### src/rtl/core/crcpf_pkg.sv
package crcpf_pkg;

	localparam logic [31:0] CRC_POLY = 32'hEDB8_8320;
	localparam logic [31:0] CRC_ONES = 32'hFFFF_FFFF;

	localparam logic [7:0] START_BYTE_RESET = 8'd126;
	localparam int QUEUE_DEPTH = 4;

	// item kinds on s_axis_tuser
	localparam logic MODE_HEADER  = 1'b0;
	localparam logic MODE_PAYLOAD = 1'b1;

	// register map
	localparam int PADDR_W = 3;
	localparam logic [0:0] REG_START_BYTE = 1'b0;

	// index of the final byte of each command's byte sequence
	localparam logic [2:0] LAST_HDR_OPEN  = 3'd2;
	localparam logic [2:0] LAST_HDR_EMPTY = 3'd6;
	localparam logic [2:0] LAST_DATA_MID  = 3'd0;
	localparam logic [2:0] LAST_DATA_END  = 3'd4;

	typedef struct packed {
		logic [6:0][7:0] seq;
		logic [2:0]      last_idx;
		logic            has_crc;
	} cmd_t;

	typedef struct packed {
		logic full;
		logic empty;
	} q_status_t;

	typedef struct packed {
		logic       open;
		logic [7:0] left;
	} front_status_t;

endpackage

### src/rtl/core/crcpf_front.sv
module crcpf_front (
	input  logic                    clk,
	input  logic                    arst_n,
	input  logic                    in_valid,
	output logic                    in_ready,
	input  logic                    mode,
	input  logic [7:0]              payload_length,
	input  logic [7:0]              packet_type,
	input  logic [7:0]              payload_byte,
	input  logic [7:0]              start_byte,
	input  crcpf_pkg::q_status_t    q_status,
	output logic                    push,
	output crcpf_pkg::cmd_t         cmd,
	output crcpf_pkg::front_status_t status
);

	logic [31:0] crc_q;
	logic [7:0]  left_q;
	logic        open_q;

	logic        accept;
	logic [31:0] crc_next;
	logic [31:0] crc_fin;
	logic [7:0]  left_dec;
	logic        last_byte;

	function automatic logic [31:0] crc_fold(input logic [31:0] crc, input logic [7:0] b);
		logic [31:0] c;
		c = crc ^ {24'd0, b};
		for (int k = 0; k < 8; k++) begin
			c = c[0] ? ((c >> 1) ^ crcpf_pkg::CRC_POLY) : (c >> 1);
		end
		return c;
	endfunction

	assign in_ready  = !q_status.full;
	assign accept    = in_valid && in_ready;
	assign crc_next  = crc_fold(crc_q, payload_byte);
	assign crc_fin   = crc_next ^ crcpf_pkg::CRC_ONES;
	assign left_dec  = left_q - 8'd1;
	assign last_byte = (left_dec == 8'd0);

	assign push = accept && ((mode == crcpf_pkg::MODE_HEADER) || open_q);

	always_comb begin
		cmd = '0;
		unique case (mode)
			crcpf_pkg::MODE_HEADER: begin
				// empty payload: CRC of no data is all zero bytes
				cmd.seq[0]   = start_byte;
				cmd.seq[1]   = payload_length;
				cmd.seq[2]   = packet_type;
				cmd.has_crc  = (payload_length == 8'd0);
				cmd.last_idx = cmd.has_crc ? crcpf_pkg::LAST_HDR_EMPTY
					: crcpf_pkg::LAST_HDR_OPEN;
			end
			crcpf_pkg::MODE_PAYLOAD: begin
				cmd.seq[0]   = payload_byte;
				cmd.seq[1]   = crc_fin[7:0];
				cmd.seq[2]   = crc_fin[15:8];
				cmd.seq[3]   = crc_fin[23:16];
				cmd.seq[4]   = crc_fin[31:24];
				cmd.has_crc  = last_byte;
				cmd.last_idx = last_byte ? crcpf_pkg::LAST_DATA_END
					: crcpf_pkg::LAST_DATA_MID;
			end
			default: cmd = '0;
		endcase
	end

	always_ff @(posedge clk or negedge arst_n) begin
		if (!arst_n) begin
			crc_q  <= crcpf_pkg::CRC_ONES;
			left_q <= 8'd0;
			open_q <= 1'b0;
		end else if (push) begin
			if (mode == crcpf_pkg::MODE_HEADER) begin
				crc_q  <= crcpf_pkg::CRC_ONES;
				left_q <= payload_length;
				open_q <= (payload_length != 8'd0);
			end else begin
				crc_q  <= crc_next;
				left_q <= left_dec;
				open_q <= !last_byte;
			end
		end
	end

	assign status.open = open_q;
	assign status.left = left_q;

endmodule

### src/rtl/core/crcpf_queue.sv
module crcpf_queue #(
	parameter int DEPTH = crcpf_pkg::QUEUE_DEPTH
) (
	input  logic                 clk,
	input  logic                 arst_n,
	input  logic                 push,
	input  crcpf_pkg::cmd_t      wr_cmd,
	input  logic                 pop,
	output crcpf_pkg::cmd_t      head,
	output crcpf_pkg::q_status_t status
);

	localparam int PTR_W = $clog2(DEPTH);
	localparam int CNT_W = $clog2(DEPTH + 1);

	crcpf_pkg::cmd_t mem_q [DEPTH];
	logic [PTR_W-1:0] wr_ptr_q;
	logic [PTR_W-1:0] rd_ptr_q;
	logic [CNT_W-1:0] count_q;

	function automatic logic [PTR_W-1:0] bump(input logic [PTR_W-1:0] p);
		return (p == PTR_W'(DEPTH - 1)) ? '0 : p + PTR_W'(1);
	endfunction

	assign status.full  = (count_q == CNT_W'(DEPTH));
	assign status.empty = (count_q == '0);
	assign head         = mem_q[rd_ptr_q];

	always_ff @(posedge clk) begin
		if (push) begin
			mem_q[wr_ptr_q] <= wr_cmd;
		end
	end

	always_ff @(posedge clk or negedge arst_n) begin
		if (!arst_n) begin
			wr_ptr_q <= '0;
			rd_ptr_q <= '0;
			count_q  <= '0;
		end else begin
			if (push) begin
				wr_ptr_q <= bump(wr_ptr_q);
			end
			if (pop) begin
				rd_ptr_q <= bump(rd_ptr_q);
			end
			unique case ({push, pop})
				2'b10:   count_q <= count_q + CNT_W'(1);
				2'b01:   count_q <= count_q - CNT_W'(1);
				default: count_q <= count_q;
			endcase
		end
	end

endmodule

### src/rtl/core/crcpf_back.sv
module crcpf_back (
	input  logic                 clk,
	input  logic                 arst_n,
	input  crcpf_pkg::cmd_t      head,
	input  crcpf_pkg::q_status_t q_status,
	output logic                 pop,
	output logic                 out_valid,
	input  logic                 out_ready,
	output logic [7:0]           out_byte,
	output logic                 frame_end
);

	logic       valid_q;
	logic [7:0] byte_q;
	logic       end_q;
	logic [2:0] step_q;

	logic adv;
	logic fire;
	logic at_last;

	// output slot frees when empty or when its byte is taken this cycle
	assign adv     = !valid_q || out_ready;
	assign fire    = adv && !q_status.empty;
	assign at_last = (step_q == head.last_idx);
	assign pop     = fire && at_last;

	always_ff @(posedge clk or negedge arst_n) begin
		if (!arst_n) begin
			valid_q <= 1'b0;
			step_q  <= 3'd0;
		end else if (fire) begin
			valid_q <= 1'b1;
			step_q  <= at_last ? 3'd0 : step_q + 3'd1;
		end else if (adv) begin
			valid_q <= 1'b0;
		end
	end

	always_ff @(posedge clk) begin
		if (fire) begin
			byte_q <= head.seq[step_q];
			end_q  <= head.has_crc && at_last;
		end
	end

	assign out_valid = valid_q;
	assign out_byte  = byte_q;
	assign frame_end = end_q;

endmodule

### src/rtl/core/crc32_packet_framer.sv
// Packet framer with CRC-32. A header request (tuser = 0) produces the start byte, the
// length and the type, and restarts the CRC; each payload request (tuser = 1) produces its
// byte and folds it into the CRC (reflected 0xEDB88320, init and final xor all ones). After
// the last payload byte, or right after a zero-length header, the four CRC bytes follow low
// byte first, the final one with tlast. Payload with no open packet is dropped; a header
// abandons an open packet. The front end classifies requests and updates the CRC register,
// then posts a byte sequence into a QDepth-entry queue; the back end emits one byte per cycle
// from the queue head while m_axis_tready allows. A payload byte without CRC yields one output
// byte, so payload streams at one byte per clock unless the sink stalls; a header yields 3 bytes
// (7 when empty) and a closing payload byte 5, during which input is taken until the queue fills.
module crc32_packet_framer #(
	parameter int QDepth = crcpf_pkg::QUEUE_DEPTH
) (
	input  logic                          clk,
	input  logic                          arst_n,
	input  logic                          psel,
	input  logic                          penable,
	input  logic                          pwrite,
	input  logic [crcpf_pkg::PADDR_W-1:0] paddr,
	input  logic [31:0]                   pwdata,
	output logic [31:0]                   prdata,
	output logic                          pready,
	input  logic                          s_axis_tvalid,
	output logic                          s_axis_tready,
	// [7:0] payload_length, [15:8] packet_type, [23:16] payload_byte
	input  logic [23:0]                   s_axis_tdata,
	// [0] mode
	input  logic                          s_axis_tuser,
	output logic                          m_axis_tvalid,
	input  logic                          m_axis_tready,
	// [7:0] out_byte
	output logic [7:0]                    m_axis_tdata,
	output logic                          m_axis_tlast
);

	logic [7:0] start_q;
	logic       reg_sel;

	logic                    q_push;
	logic                    q_pop;
	crcpf_pkg::cmd_t         q_wr_cmd;
	crcpf_pkg::cmd_t         q_head;
	crcpf_pkg::q_status_t    q_status;
	crcpf_pkg::front_status_t f_status;

	assign pready  = 1'b1;
	assign reg_sel = (paddr[crcpf_pkg::PADDR_W-1] == crcpf_pkg::REG_START_BYTE);
	assign prdata  = reg_sel ? {24'd0, start_q} : 32'd0;

	always_ff @(posedge clk or negedge arst_n) begin
		if (!arst_n) begin
			start_q <= crcpf_pkg::START_BYTE_RESET;
		end else if (psel && penable && pwrite && pready && reg_sel) begin
			start_q <= pwdata[7:0];
		end
	end

	crcpf_front u_front (
		.clk            (clk),
		.arst_n         (arst_n),
		.in_valid       (s_axis_tvalid),
		.in_ready       (s_axis_tready),
		.mode           (s_axis_tuser),
		.payload_length (s_axis_tdata[7:0]),
		.packet_type    (s_axis_tdata[15:8]),
		.payload_byte   (s_axis_tdata[23:16]),
		.start_byte     (start_q),
		.q_status       (q_status),
		.push           (q_push),
		.cmd            (q_wr_cmd),
		.status         (f_status)
	);

	crcpf_queue #(
		.DEPTH (QDepth)
	) u_queue (
		.clk    (clk),
		.arst_n (arst_n),
		.push   (q_push),
		.wr_cmd (q_wr_cmd),
		.pop    (q_pop),
		.head   (q_head),
		.status (q_status)
	);

	crcpf_back u_back (
		.clk       (clk),
		.arst_n    (arst_n),
		.head      (q_head),
		.q_status  (q_status),
		.pop       (q_pop),
		.out_valid (m_axis_tvalid),
		.out_ready (m_axis_tready),
		.out_byte  (m_axis_tdata),
		.frame_end (m_axis_tlast)
	);

	a_no_push_full: assert property (@(posedge clk) disable iff (!arst_n)
		q_status.full |-> !q_push)
		else $error("push into full queue");

	a_no_pop_empty: assert property (@(posedge clk) disable iff (!arst_n)
		q_status.empty |-> !q_pop)
		else $error("pop from empty queue");

	a_open_has_left: assert property (@(posedge clk) disable iff (!arst_n)
		f_status.open |-> (f_status.left != 8'd0))
		else $error("open packet with no bytes left");

	a_drop_no_push: assert property (@(posedge clk) disable iff (!arst_n)
		(s_axis_tvalid && s_axis_tready && s_axis_tuser == crcpf_pkg::MODE_PAYLOAD
		&& !f_status.open) |-> !q_push)
		else $error("payload without open packet was queued");

endmodule
### config.mk
export PLATFORM = sky130hd
export DESIGN_NAME = crc32_packet_framer
export DESIGN_NICKNAME = d
export VERILOG_FILES = /design/src/rtl/core/crcpf_pkg.sv /design/src/rtl/core/crcpf_front.sv /design/src/rtl/core/crcpf_queue.sv /design/src/rtl/core/crcpf_back.sv /design/src/rtl/core/crc32_packet_framer.sv
export SDC_FILE = /design/constraint.sdc
export NUM_CORES = 1
export LEC_CHECK = 0
export BUFFER_PORTS_ARGS = -buffer_cell sky130_fd_sc_hd__buf_2
export CAP_MARGIN = 0
export CORE_MARGIN = 2
export CORE_UTILIZATION = 59
export DETAILED_ROUTE_END_ITERATION = 10
export GPL_TIMING_DRIVEN = 0
export PLACE_DENSITY_LB_ADDON = 0.12
export SLEW_MARGIN = 0
export SYNTH_ARGS = -nofsm -noshare
export SYNTH_HDL_FRONTEND = slang
export SYNTH_HIERARCHICAL = 1
export SYNTH_SLANG_ARGS = --single-unit
### constraint.sdc
create_clock -name clk -period 4.6 [get_ports clk]
set_input_delay 0.46 -clock clk [delete_from_list [all_inputs] [get_ports clk]]
set_output_delay 0.46 -clock clk [all_outputs]
set_load 0.1 [all_outputs]
* Word-level counts from Yosys, hierarchy flattened
Memory sizes are Yosys's and may differ from the RTL's.
Cells that the tools add are included.
Widths: inputs -> output; s select.
** Storage, ports and cells
- RAM bits :: 176
- Word-level logic and storage cells :: 83
- Flip-flop bits (word level) :: 69
- Memories kept :: 1
- Output and inout bits :: 44
- Input bits :: 67
** Memories
- u_queue.mem_q :: words 4, width 44, rd ports 1, clocked after Yosys merged registers in 0, wr ports 1, RTL line crcpf_queue.sv:16 : crcpf_pkg::cmd_t mem_q [DEPTH];
** Cells by class
- Bitwise gates (word level) :: 12
- Add/subtract/negate cells :: 6
- Muxes and demuxes :: 26
- Order comparisons :: 1
- Equal/unequal tests :: 6
- Reductions and logical operators :: 20
** Operators with widths (number)
- $mux 32 :: 9
- $not 13->14 :: 8
- $pmux 28 s2 :: 1
- $not 32->32 :: 1
- $xor 32x8->32 :: 1
- $bmux 8 s3 :: 1
- $mux 8 :: 3
- $logic_not 8->1 :: 2
- $mux 16 :: 1
- $mux 3 :: 3
- $logic_and 1x1->1 :: 8
- $reduce_bool 8->1 :: 1
- $sub 8x1->8 const B :: 1
- $add 3x1->3 const B :: 2
- $eq 2x2->1 const B :: 3
- $pmux 3 s2 :: 1
- $mux 1 :: 5
- $add 2x1->2 const B :: 2
- $logic_not 1->1 :: 4
- $lt 3x4->1 const B :: 1
- $mux 2 :: 2
- $reduce_bool 2->1 :: 2
- $eq 3x3->1 :: 1
- $eq 3x3->1 const B :: 1
- other kinds (5) :: 7

* Depth between registers and ports, before layout
- Depth in word-level cells :: 19
- Gate-level depth with buffers :: 13

* Hierarchy
The synthesis kept the hierarchy.
** Modules (own cells, without submodules)
- crcpf_queue :: instances 1, area each 9146.3 um^2, cells each 352
- crcpf_front :: instances 1, area each 3041.7 um^2, cells each 320
- crcpf_back :: instances 1, area each 987.2 um^2, cells each 88
- crc32_packet_framer :: instances 1, area each 586.8 um^2, cells each 52

* Worst setup path before layout
OpenSTA, ideal clock, no wires.
- Kind :: register to register
- Start :: reg u_queue.count_q[0]
- End :: mem u_queue/mem_q[0][0] (netlist bit) (enable)
- Path buffers :: 1
- Library setup time :: 0.424 ns
- Arrival :: 3.560 ns
- Slack :: 0.616 ns
- Stages on the path, launching flop included :: 8
- Cells stage by stage :: dfrtp_1 inv_1 and3_1 inv_1 o211ai_1 inv_2 clkbuf_1 and2_1
** RTL lines
- start: declaration :: RTL line crcpf_queue.sv:19 : logic [CNT_W-1:0] count_q;
- start signal: assignment :: RTL line crcpf_queue.sv:48 : 2'b10: count_q <= count_q + CNT_W'(1);
- start signal: assignment :: RTL line crcpf_queue.sv:49 : 2'b01: count_q <= count_q - CNT_W'(1);
- start signal: assignment :: RTL line crcpf_queue.sv:50 : default: count_q <= count_q;
- end: declaration :: RTL line crcpf_queue.sv:16

==> results.tsv <==
metric	value	unit
CTS clk-pin slew, worst paths	0.06	ns
Skew-Pair Late Insertion Delay	0.54	ns
fin util	68.7	%
vias in the first global route	7585	
Syn Area/Cell	17.0	um2
Psw	4.33	mW
initial core utilization	60.4	%
R2R cell count	12	
Post-Place Cells	1225	
n_diodes	0	
layout cells sized above 1	33.7	%
final instance area	15700	um2
met2 routed WL	13.9	mm
critical path data arrival time	3.81	ns
post-DP HPWL	19.9	mm
remaining antenna violation count	0	
RSZ-0062 raised after global routing	no	
Cell Area, Synth	13800	um2
Tightest Hold Check Type	input port to async pin	
footprint of the multi-input gates	4240	um2
r2r setup slk	1.25	ns
routed len/inst	22.6	um
I/O Pins	111	
placer congestion estimate	0.887	
outcome	completed	
DR pass1 iterations	5	
CP max FO	10	
Total Wirelength	28.9	mm
post-route setup slack	1.25	ns
CTS tree	yes	
# setup viols final	0	
clk_skew	0.00876	ns
Post-Synthesis Cells	811	
PwrDens	762	nW/um2
Bufs on Longest Clock Path	3	
internal power	7.61	mW
Buffers on Ports	58	
Setup crit start	u_queue/rd_ptr_q[1]	
Finished Layout Cells	1281	
wire length on met1	12.2	mm
first-pass GRT wire length	44.4	mm
H-tree levels	1	
initial antenna violation count	1	
Leakage	5.66	nW
layout net count	1021	
routed vias	7345	
Area Growth Syn to Fin	13.8	%
die area	24600	um2
Pwr Total	11.9	mW
GRT overflow	0	
clock share of power	19.4	%
Worst setup SP type	register	
Root Buffer	clkbuf_16	
Final Critical Period	3.35	ns
Slew @ Worst Pin	1.16	ns
synth warn	6	
final period utilization	72.8	%
crit end category	register	
fillcell total	1494	
clock sinks	309	
sw frac	36.3	%
Die H	157	um
top layer in use	met4	
Max Fclk	0.299	GHz
Critical Path RT	5.06	ns
Area after DPL	14700	um2
Max-slew headroom	21.7	%
Register Area	9030	um2
Max-Cap Viols	0	
worst vdd rail ir drop	0.457	mV
hold_buf cts	0	
post-CTS setup buffers	0	
initial DRC count	612	
pre-CTS setup slack	1.28	ns
Slew Limit Fails	0	
kind of critical path	register to register	
logic gate share of total power	42.9	%
post_cts resized	0	
Rows	55	
via density per instance	5.73	
FF-to-FF Start	u_queue/rd_ptr_q[1]	
largest net degree at the start of global routing	61	
Reg power frac	37.7	%
Final Hold Fails	0	
TritonCTS buffer count	30	
routed wl met3	2.07	mm
core area	22800	um2
Post-route DRC	0	
gr usage total	24.6	%
DIE WIDTH	157	um
worst max-delay path, stage by stage (launching register included):
cell and delay [ns]:
dfrtp_1 0.35, clkbuf_1 0.30, buf_2 0.36, mux4_2 0.38
xor2_2 0.17, nor3_4 0.30, and2_1 0.30, ha_1 0.24
inv_1 0.07, fa_1 0.38, xor2_1 0.15, nor2_1 0.11
xor2_1 0.15
power by group through the flow:
stage	registers (mW)	clock network [mW]	logic, mW
floorplan	4.80	0	3.52
global placement	4.55	0	4.93
detailed placement	4.55	0	5.12
CTS	4.50	2.37	5.14
global route	4.57	2.48	5.49
finish	4.50	2.32	5.12
registers in the layout, indices dropped and copies added (netlist names):
register and flops:
start_q 8, u_back/frame_end 1, u_front/crc_q 32, u_queue/mem_q 240
u_back/out_byte 8, u_front/open_q 1, u_front/left_q 8, u_queue/count_q 3
u_queue/rd_ptr_q 2, u_back/out_valid 1, u_queue/wr_ptr_q 2, u_back/step_q 3
worst paths after layout:
check | to
worst max-delay path | u_queue/count_q[2]
worst min-delay path | start_q[0]
worst max register to register | u_queue/count_q[2]
worst min register to register | u_front/crc_q[28]
max in group asynchronous | u_queue/rd_ptr_q[1]
min in group clk | start_q[0]
cell type report:
class	instances	share of cell area, %
well taps	313	2.50
repair buffers	62	2.57
flip-flops and latches	309	57.7
plain buffers	78	3.79
inverters	13	0.312
multi-input cells	450	27.1
clock inverters	5	0.192
clock buffers	51	5.88
cells in the final DEF (no fill, tap or decap), types with 7 or more instances in the layout:
| master | n |
|---|---|
| nor2_1 | 70 |
| xnor2_1 | 43 |
| xnor2_2 | 10 |
| and2_1 | 16 |
| dfstp_2 | 38 |
| ha_1 | 9 |
| buf_2 | 66 |
| clkbuf_16 | 31 |
| clkbuf_1 | 28 |
| dfrtp_1 | 22 |
| edfxtp_1 | 249 |
| xor2_1 | 15 |
| buf_4 | 46 |
| conb_1 | 42 |
| o22a_1 | 9 |
| nand2_1 | 15 |
| mux4_2 | 66 |
| inv_1 | 12 |
| a21oi_1 | 50 |
| mux2_2 | 18 |
| mux2i_1 | 10 |
| o21ai_0 | 14 |
| and2b_2 | 8 |
| clkbuf_8 | 7 |
layer usage:
| metal | GRT usage, % | up-vias |
|---|---|---|
| met5 | 0 | - |
| met4 | 7.30 | 0 |
| met3 | 3.60 | 48 |
| met2 | 39.8 | 322 |
| met1 | 35.4 | 3730 |
| li1 | - | 3245 |
through the flow:
stage | hold WS [ns] | TNS (ns)
after floorplan | 0.164 | 0
after CTS | 0.134 | 0
after global placement | 0.464 | -76.95
final | 0.00221 | 0
after global routing | 0.0431 | 0
after detailed placement | 0.462 | 0
No activity file was read; power rests on OpenSTA's default activity.
